File: src/sv/tmma_pkg.sv
`default_nettype none
package tmma_pkg;

  localparam int NUM_WORDS  = 1024;
  localparam int NUM_DOCS   = 1024;
  localparam int NUM_TOPICS = 16;

  localparam int ENTRY_W = 48;
  localparam int TT_W    = 58;
  localparam int DT_W    = 52;
  localparam int PROB_W  = 17;
  localparam int WEIGHT_W = 32;

  localparam int WT_DEPTH = NUM_TOPICS * NUM_WORDS;
  localparam int TD_DEPTH = NUM_DOCS * NUM_TOPICS;
  localparam int WT_AW    = (WT_DEPTH > 1) ? $clog2(WT_DEPTH) : 1;
  localparam int TD_AW    = (TD_DEPTH > 1) ? $clog2(TD_DEPTH) : 1;
  localparam int DT_AW    = (NUM_DOCS > 1) ? $clog2(NUM_DOCS) : 1;
  localparam int TT_AW    = (NUM_TOPICS > 1) ? $clog2(NUM_TOPICS) : 1;
  localparam int CLR_DEPTH = (WT_DEPTH > TD_DEPTH) ?
                             ((WT_DEPTH > NUM_DOCS) ? WT_DEPTH : NUM_DOCS) :
                             ((TD_DEPTH > NUM_DOCS) ? TD_DEPTH : NUM_DOCS);
  localparam int CLR_W    = $clog2(CLR_DEPTH + 1);

  localparam logic [1:0] CMD_CLEAR = 2'd0;
  localparam logic [1:0] CMD_ACC   = 2'd1;
  localparam logic [1:0] CMD_RD_WZ = 2'd2;
  localparam logic [1:0] CMD_RD_ZD = 2'd3;

  typedef struct packed {
    logic [1:0]  command;
    logic [9:0]  word;
    logic [9:0]  doc;
    logic [3:0]  topic;
    logic [15:0] count;
    logic [15:0] posterior;
  } in_t;

  typedef struct packed {
    logic [PROB_W-1:0] probability;
    logic              zero_total;
  } out_t;

endpackage
`default_nettype wire

File: src/sv/tmma_div.sv
`default_nettype none
module tmma_div (
  input  wire logic                               clk,
  input  wire logic                               rst_n,
  input  wire logic                               start,
  input  wire logic [tmma_pkg::ENTRY_W-1:0]       dividend,
  input  wire logic [tmma_pkg::TT_W-1:0]          divisor,
  output logic                                    done,
  output logic [tmma_pkg::PROB_W-1:0]             quotient
);

  localparam int REM_W = tmma_pkg::TT_W + 2;
  localparam int CNT_W = $clog2(tmma_pkg::PROB_W + 1);

  logic [REM_W-1:0]            rem_r, rem_nxt;
  logic [tmma_pkg::TT_W-1:0]   dvs_r;
  logic [tmma_pkg::PROB_W-1:0] q_r, q_nxt;
  logic [CNT_W-1:0]            cnt_r, cnt_nxt;
  logic                        busy_r, busy_nxt;
  logic                        done_r, done_nxt;
  logic [REM_W-1:0]            diff;
  logic                        ge;

  // one quotient bit per cycle, restoring
  always_comb begin
    diff     = rem_r - REM_W'(dvs_r);
    ge       = rem_r >= REM_W'(dvs_r);
    rem_nxt  = rem_r;
    q_nxt    = q_r;
    cnt_nxt  = cnt_r;
    busy_nxt = busy_r;
    done_nxt = 1'b0;
    if (start) begin
      rem_nxt  = REM_W'(dividend);
      q_nxt    = '0;
      cnt_nxt  = CNT_W'(tmma_pkg::PROB_W);
      busy_nxt = 1'b1;
    end else if (busy_r) begin
      rem_nxt = ge ? {diff[REM_W-2:0], 1'b0} : {rem_r[REM_W-2:0], 1'b0};
      q_nxt   = {q_r[tmma_pkg::PROB_W-2:0], ge};
      cnt_nxt = cnt_r - 1'b1;
      if (cnt_r == CNT_W'(1)) begin
        busy_nxt = 1'b0;
        done_nxt = 1'b1;
      end
    end
  end

  always_ff @(posedge clk) begin
    if (!rst_n) begin
      busy_r <= 1'b0;
      done_r <= 1'b0;
      cnt_r  <= '0;
    end else begin
      busy_r <= busy_nxt;
      done_r <= done_nxt;
      cnt_r  <= cnt_nxt;
    end
  end

  always_ff @(posedge clk) begin
    rem_r <= rem_nxt;
    q_r   <= q_nxt;
    if (start) dvs_r <= divisor;
  end

  assign done     = done_r;
  assign quotient = q_r;

endmodule
`default_nettype wire

File: config.mk
export PLATFORM = sky130hd
export DESIGN_NAME = tmma_div
export DESIGN_NICKNAME = d
export VERILOG_FILES = /design/src/sv/tmma_pkg.sv /design/src/sv/tmma_div.sv
export SDC_FILE = /design/constraint.sdc
export NUM_CORES = 1
export LEC_CHECK = 0
export BUFFER_PORTS_ARGS = -buffer_cell sky130_fd_sc_hd__buf_2
export CAP_MARGIN = 10
export CORE_UTILIZATION = 45
export CTS_CLUSTER_DIAMETER = 40
export DETAILED_ROUTE_END_ITERATION = 8
export SKIP_CTS_REPAIR_TIMING = 1
export SKIP_LAST_GASP = 1
export SYNTH_ARGS = -nofsm -noshare
export SYNTH_HDL_FRONTEND = slang
export SYNTH_SLANG_ARGS = --single-unit
File: constraint.sdc
create_clock -name clk -period 5.8 [get_ports clk]
set_input_delay 0.29 -clock clk [delete_from_list [all_inputs] [get_ports clk]]
set_output_delay 0.29 -clock clk [all_outputs]
set_load 0.1 [all_outputs]
Yosys cells after proc, flatten, opt, wreduce, memory -nomap -nowiden. Index checks and enable logic that the tools add are counted.

Add/subtract/negate cells: 2. Magnitude comparators: 1. Eq/ne operators: 1. Mux-type cells: 9. Bitwise logic cells: 2. Reductions and logical operators: 3.

Operators by type and width (count): $mux W48 (2); $ge A60 B58 Y1 (1); $mux W60 (1); $sub A59 B58 Y59 (1); $mux W5 (2); $eq A5 B1 Y1 const B (1); $sub A5 B1 Y5 const B (1); $mux W1 (4); $reduce_or A3 Y1 (1); $not A1 Y1 (2); $reduce_bool A2 Y1 (1); $reduce_or A2 Y1 (1).

Register bits: 142. Input port bits: 109. Output and inout port bits: 18. Word-level logic and storage cells: 26.

Depth between registers and ports, before layout. Gate-level depths: netlist of the first run.

Depth in word-level cells: 4. Depth in mapped cells: 15. Depth with buffers taken out: 13.

Worst setup path before layout of the first run. Ideal clock, no wire load.

Kind: register to register. Start point: register rem_r[0]. End point: register rem_r[34] (data pin). Setup time: 0.260 ns. Data arrival time: 2.708 ns. Required time: 5.540 ns. Slack: 2.832 ns. Stages on the path, launching flop included: 14. Path buffers: 2. Period minus slack after synthesis: 2.968 ns. Cell sequence: edfxtp_1 -> inv_1 -> ha_1 -> fa_1 -> nand2b_1 -> a211oi_2 -> o211ai_1 -> a31oi_1 -> a21oi_2 -> o31ai_4 -> buf_4 -> buf_4 -> a21oi_1 -> mux2_2.

Cells in the longest elaborated chain, start to end: 4. Elaborated cells on any way between the ends: 5. Those cells by class: add/sub (1); order compare (1); mux (3).

RTL lines: from (decl) (RTL line tmma_div.sv:15) `logic [REM_W-1:0] rem_r, rem_nxt;`; from (signal assigned) (RTL line tmma_div.sv:62) `rem_r <= rem_nxt;`; $sub A59 B58 Y59 / $ge A60 B58 Y1 (equally long branches) (RTL line tmma_div.sv:26, tmma_div.sv:27); $mux W60 * (RTL line tmma_div.sv:39) `rem_nxt = ge ? {diff[REM_W-2:0], 1'b0} : {rem_r[REM_W-2:0], 1'b0};`; $mux W48 * (RTL line tmma_div.sv:38) `end else if (busy_r) begin`; $mux W48 * (RTL line tmma_div.sv:33) `if (start) begin`; via rem_nxt[34] (RTL line tmma_div.sv:15).

The timed path passes the listed nets; every way through them passes the cells marked *. The select of a mux whose other input is x is not followed. A chain may end at the register's enable or synchronous reset.

Final worst setup path of the first run.
Start point: register rem_r[27]. End point: register rem_r[47] (data pin).

Same word-level chain as after synthesis.

==> results of run 1 <==
[cells by family after synthesis]
group / after synthesis / share of synthesized area, %
and+or+nand+nor: 301 / 14.9
AOI/OAI and AO/OA: 279 / 19.0
xor gates and xnor gates: 54 / 4.95
DFF: 142 / 40.8
adders and majority gates: 61 / 8.06
buffers and inverters: 135 / 6.03
muxes: 55 / 6.26
[cell usage in the layout, fill, tap and decap left out, types with 6 or more instances in the layout]
master / count
a21o_1: 28
a21oi_1: 110
a31oi_1: 10
and3_1: 10
buf_2: 125
buf_4: 7
clkbuf_16: 17
dfxtp_1: 35
edfxtp_1: 106
ha_1: 60
inv_1: 75
mux2_2: 38
mux2i_1: 17
nand2_1: 81
nand2b_1: 6
nand3_1: 20
nand4_1: 25
nor2_1: 103
nor2b_1: 6
nor3_1: 16
nor4_1: 6
o211ai_1: 10
o21a_1: 12
o21ai_0: 41
o21bai_1: 12
or3_1: 6
xnor2_1: 31
xor2_1: 23
[through the flow]
stage,util [%],area (um2),total power [uW],setup slack [ns]
after floorplan,-,9560,2520,2.83
after global placement,50.1,10300,2850,2.04
after detailed placement,50.1,10300,2850,2.02
after CTS,52.7,10800,3900,2.01
after global routing,52.7,10800,4150,1.76
final,52.7,10800,3890,1.98
[path summary, 6_finish.rpt]
kind                               end                      start  slack [ns]
max                rem_r[47]$_DFFE_PP_        rem_r[27]$_DFFE_PP_        1.98
max reg2reg        rem_r[47]$_DFFE_PP_        rem_r[27]$_DFFE_PP_        1.98
min                dvs_r[12]$_DFFE_PP_                divisor[12]        0.03
min reg2reg  quotient[16]$_SDFFE_PP0P_  quotient[16]$_SDFFE_PP0P_        0.50
[cells in the mapped netlist, types with 12 or more instances]
library cell	count	area share [%]
a21oi_1	110	5.8
edfxtp_1	106	33
nor2_1	103	4.0
nand2_1	81	3.2
inv_1	76	3.0
ha_1	60	7.9
o21ai_0	41	2.1
mux2_2	38	4.5
dfxtp_1	36	7.5
xnor2_1	31	2.8
a21o_1	28	2.2
nand4_1	25	1.6
xor2_1	23	2.1
buf_2	22	1.2
clkbuf_1	20	0.79
nand3_1	20	1.0
mux2i_1	17	1.8
nor3_1	16	0.84
o21a_1	12	0.94
o21bai_1	12	0.94
[power by group through the flow]
stage / clock network (uW) / logic (uW) / registers, uW
6_report: 1030 / 1540 / 1310
5_1_grt: 1100 / 1730 / 1330
2_1_floorplan: 0 / 1200 / 1320
4_1_cts: 1060 / 1530 / 1310
3_5_place_dp: 0 / 1520 / 1330
3_3_place_gp: 0 / 1520 / 1330
[worst max-delay path, cell delays in order (launching register included)]
cell and delay [ns]:
edfxtp_1 0.40, ha_1 0.42, a21oi_1 0.29, o21a_1 0.20
nor3_1 0.09, a31oi_1 0.19, o21ai_0 0.16, a211oi_2 0.34
o31a_1 0.66, buf_4 0.36, nor2_1 0.13, a221o_1 0.33
[area by class of cell]
class	instances	area share (%)
well taps	270	3.12
inverters	76	2.63
clock buffers	19	4.10
multi-input cells	750	46.8
clock inverters	13	0.923
flip-flops and latches	142	36.0
repair buffers	133	6.36
[flip-flops by register name, indices dropped and copies added, names as in the netlist]
signal    cells
rem_r        60
dvs_r        58
quotient     17
cnt_r         5
busy_r        1
done          1
[routing by layer]
| metal | vias up | track usage (%) | share of wire (%) |
|---|---|---|---|
| li1 | 3909 | - | - |
| met3 | 22 | 3.77 | 4.5 |
| met2 | 197 | 36.1 | 46 |
| met5 | - | 0 | 0 |
| met4 | 0 | 6.34 | 1.3 |
| met1 | 3649 | 30.7 | 48 |
==> summary.txt, run 1 <==
Outcome - finished, final reports clean
Seq pwr share - 33.8%
RSZ-0062 raised after global routing - false
Vias - 7,777
Final slew viol count - 0
Hold Path Depth - 1
GPL Wtd Cong - 0.881
Period utilization - 65.9%
Max Freq - 261 MHz
WP data required - 5.97 ns
Hold WS - 0.0269 ns
Row Count - 52
Via density - 5.54
Worst Clk Skew - 0.0160 ns
Post-detailed-routing wire length - 23,300 um
H-tree level count - 4
Fin nets - 1,290
Synthesized area per cell - 9.31 um2
Final setup vio count - 0
Synthesized area - 9560 um2
Total grt overflow - 0
Root buf cell - clkbuf_16
Area occupied by multi-input gates - 5080 um2
Yosys reg bits - 142
Crit path DAT - 4.00 ns
Initial antenna violation count - 0
DRC - 0
Clock Power Share - 26.6%
Chip Width - 148 um
Logic pwr share - 39.6%
Startpoint Class - flip-flop
Core Area - 20,600 um2
ANT nets after route - 0
Ratio of cells with drive above 1 in the final layout - 20.0%
Worst skew pair latency - 0.43 ns
Final Hold Viols - 0
Die ar. - 21,800 um2
Max-cap viol count - 0
Max clock buf depth - 2
Switching share of power - 37.4%
Number of global-route vias before repair - 7,558
Die Ht - 148 um
Iteration-0 DRC Markers - 491
Total GRT Usage - 22.3%
IO Count - 127
Power Density - 359 nW/um2
Non-filler instance count after layout - 1,403
CTS sink count - 142
TritonCTS clock tree - yes
Max-slew headroom - 52.6%
Post-DP HPWL - 17,400 um
Post-Syn Instances - 1,027
Worst-margin pin slew - 0.711 ns
Post-synth top flop - edfxtp_1
CP Max Fanout - 16
Synth unique cells - 74
# fillers - 1,980
Post-synth EDFFs - 106
Critical Path End Type - flip-flop
Synth warn - 0
Placed cell count - 1,371
Sequential area share after synthesis - 40.8%
Worst-path clk slew - 0.07 ns
Storage cell area - 3910 um2
TritonCTS buffer count - 17
Tmin final - 3.82 ns
Critical path type - reg -> reg
Internal power - 2430 uW
NetSw - 1450 uW
Asr flop ratio synth - 0%
Initial Utilization - 46.5%
Hold Path Class - in -> reg
DR pass1 iterations - 5
Pin count of the biggest net entering global routing - 64
Global-route wire length before repair - 38,300 um
Peak VDD IR - 209 uV
Post-Syn Nets - 1,197
ANT cells - 0
IO Port Bufs - 126
Routed WL per cell - 16.6 um
Area delta synth->final - 13.4%
Leakage power - 0.00462 uW
Setup TNS - 0 ns
R2R cell count - 11
Note: power is estimated with default switching activity, not from simulation.
==> run 2, diff against run 1 <==
PLACE_DENSITY = 0.67   (was default)
clock period = 3.5 ns   (was 5.8 ns; I/O delays follow)
==> run 2 against run 1 <==
Effect of this change: sequential share of layout area decreased by 2.5 points; sequential power increased by 66%; critical path depth increased by 2; largest cell class unchanged.
==> summary.txt, run 2 (synthesis gave the netlist of run 1 again) <==
Hold Path Class - in -> reg (unchanged)
Iteration-0 DRC Markers - 643 (was 491)
TritonCTS buffer count - 17 (unchanged)
Hold Path Depth - 2 (was 1)
Critical Path End Type - flip-flop (unchanged)
CTS sink count - 142 (unchanged)
Post-DP HPWL - 17,700 um (was 17,400 um)
Final core utilization - 56.6% (was 52.7%)
Via density - 5.57 (was 5.54)
H-tree level count - 4 (unchanged)
Global-route wire length before repair - 38,800 um (was 38,300 um)
Largest register FFs - 60 (unchanged)
Post-Place Setup Slack - 0.0696 ns (was 2.02 ns)
Max-cap viol count - 0 (unchanged)
Worst setup margin - 0.142 ns (was 1.98 ns)
Max-slew headroom - 60.4% (was 52.6%)
Crit path DAT - 3.54 ns (was 4.00 ns)
CP peak stage delay - 0.41 ns (was 0.66 ns)
Total GRT Usage - 22.4% (was 22.3%)
DR pass1 iterations - 5 (unchanged)
Ratio of cells with drive above 1 in the final layout - 20.0% (about the same)
Worst skew pair latency - 0.43 ns (about the same)
IO Count - 127 (unchanged)
WP data required - 3.68 ns (was 5.97 ns)
Biggest register - rem_r (unchanged)
Most frequent cells in the layout - 125 x buf_2, 110 x a21oi_1, 106 x edfxtp_1 (unchanged)
Worst-path clk slew - 0.06 ns (was 0.07 ns)
ANT nets after route - 0 (unchanged)
Total grt overflow - 0 (unchanged)
# fillers - 1,928 (was 1,980)
Tmin final - 3.36 ns (was 3.82 ns)
Core Area - 20,600 um2 (unchanged)
Die ar. - 21,800 um2 (unchanged)
Pin count of the biggest net entering global routing - 44 (was 64)
Post-detailed-routing wire length - 24,500 um (was 23,300 um)
ANT cells - 0 (unchanged)
Max clock buf depth - 2 (unchanged)
DR top layer - met4 (unchanged)
Number of global-route vias before repair - 7,813 (was 7,558)
Startpoint Class - flip-flop (unchanged)
Period utilization - 95.9% (was 65.9%)
Power Density - 573 nW/um2 (was 359 nW/um2)
Area delta synth->final - 21.7% (was 13.4%)
Initial antenna violation count - 0 (unchanged)
Critical path type - reg -> reg (unchanged)
Outcome - finished, final reports clean (unchanged)
Final setup vio count - 0 (unchanged)
TritonCTS clock tree - yes (unchanged)
Root buf cell - clkbuf_16 (unchanged)
Worst path slowest cell - fa_1 (was o31a_1)
Chip Width - 148 um (unchanged)
Cell family with most CP delay - compound AO/OA/AOI/OAI gates (unchanged)
RSZ-0062 raised after global routing - true (was false)
Met2 routed WL - 11,400 um (was 10,700 um)
Worst Clk Skew - 0.0112 ns (was 0.0160 ns)
Final Hold Viols - 0 (unchanged)
Routed wire length on met3 - 1200 um (was 1040 um)
Routed WL per cell - 16.6 um (about the same)
Die Ht - 148 um (unchanged)
Buf/Inv on CP - 3 (was 1)
DRC - 0 (unchanged)
Worst-margin pin slew - 0.588 ns (was 0.711 ns)
Design area - 11,600 um2 (was 10,800 um2)
R2R cell count - 13 (was 11)
Initial Utilization - 46.5% (unchanged)
Critical path depth in cells - 13 (was 11)
Worst path cell trace - inv_1, ha_1, fa_1, nand2b_1, a211oi_2, o211ai_1, a31oi_2, a21oi_4, o31ai_4, buf_6, buf_12, a21oi_1, mux2_2 (was ha_1, a21oi_1, o21a_1, nor3_1, a31oi_1, o21ai_0, a211oi_2, o31a_1, buf_4, nor2_1, a221o_1)
Peak VDD IR - 316 uV (was 209 uV)
Most common cell after layout, fill and taps aside - buf_2 (unchanged)
Max Freq - 298 MHz (was 261 MHz)
DRT met1 WL - 11,600 um (was 11,200 um)
Leakage power - 0.00496 uW (was 0.00462 uW)
IO Port Bufs - 126 (unchanged)
CP Max Fanout - 22 (was 16)
Area of placed instances - 10,400 um2 (was 10,300 um2)
GPL Wtd Cong - 0.898 (was 0.881)
Vias - 8,223 (was 7,777)
Final slew viol count - 0 (unchanged)
Row Count - 52 (unchanged)
Fin nets - 1,362 (was 1,290)
[run 2: final cells by class]
cell class / instances / area [um2] / share of cell area [%]
Multi-Input combinational cell: 750 / 5100 / 43.8
Inverter: 76 / 285 / 2.45
Sequential cell: 142 / 3910 / 33.6
Tap cell: 270 / 338 / 2.90
Clock inverter: 11 / 77.6 / 0.667
Timing Repair Buffer: 205 / 1450 / 12.4
Clock buffer: 21 / 484 / 4.16
[run 2: layer usage]
metal	track usage [%]	vias to the layer above
met4	6.96	0
met5	0	-
met1	30.9	3900
met3	3.70	22
li1	-	4059
met2	36.1	242
[run 2: stage by stage]
| step | setup TNS, ns | cells | power (uW) | hold WS [ns] |
|---|---|---|---|---|
| 2_1_floorplan | 0 | 1027 | 4180 | 0.274 |
| 3_3_place_gp | 0 | 1381 | 4770 | 0.352 |
| 3_5_place_dp | 0 | 1381 | 4780 | 0.353 |
| 4_1_cts | 0 | 1413 | 6550 | -0.0957 |
| 5_1_grt | -0.461 | 1475 | 7060 | 0.0243 |
| 6_report | 0 | 1475 | 6670 | 0.0325 |
[run 2: final timing paths]
| path | startpoint | to | slack [ns] |
|---|---|---|---|
| hold / removal | dividend[0] | rem_r[0]$_SDFFCE_PN0P_ | 0.03 |
| hold reg to reg | rem_r[54]$_SDFFE_PP0P_ | rem_r[54]$_SDFFE_PP0P_ | 0.49 |
| setup reg to reg | rem_r[0]$_SDFFCE_PN0P_ | rem_r[8]$_DFFE_PP_ | 0.14 |
| setup / recovery | rem_r[0]$_SDFFCE_PN0P_ | rem_r[8]$_DFFE_PP_ | 0.14 |
[run 2: power by group]
group	switching [uW]	leakage [uW]	internal [uW]
registers	107	0.00134	2070
clock network	759	0.000286	1000
logic	1580	0.00334	1150
total	2450	0.00496	4220
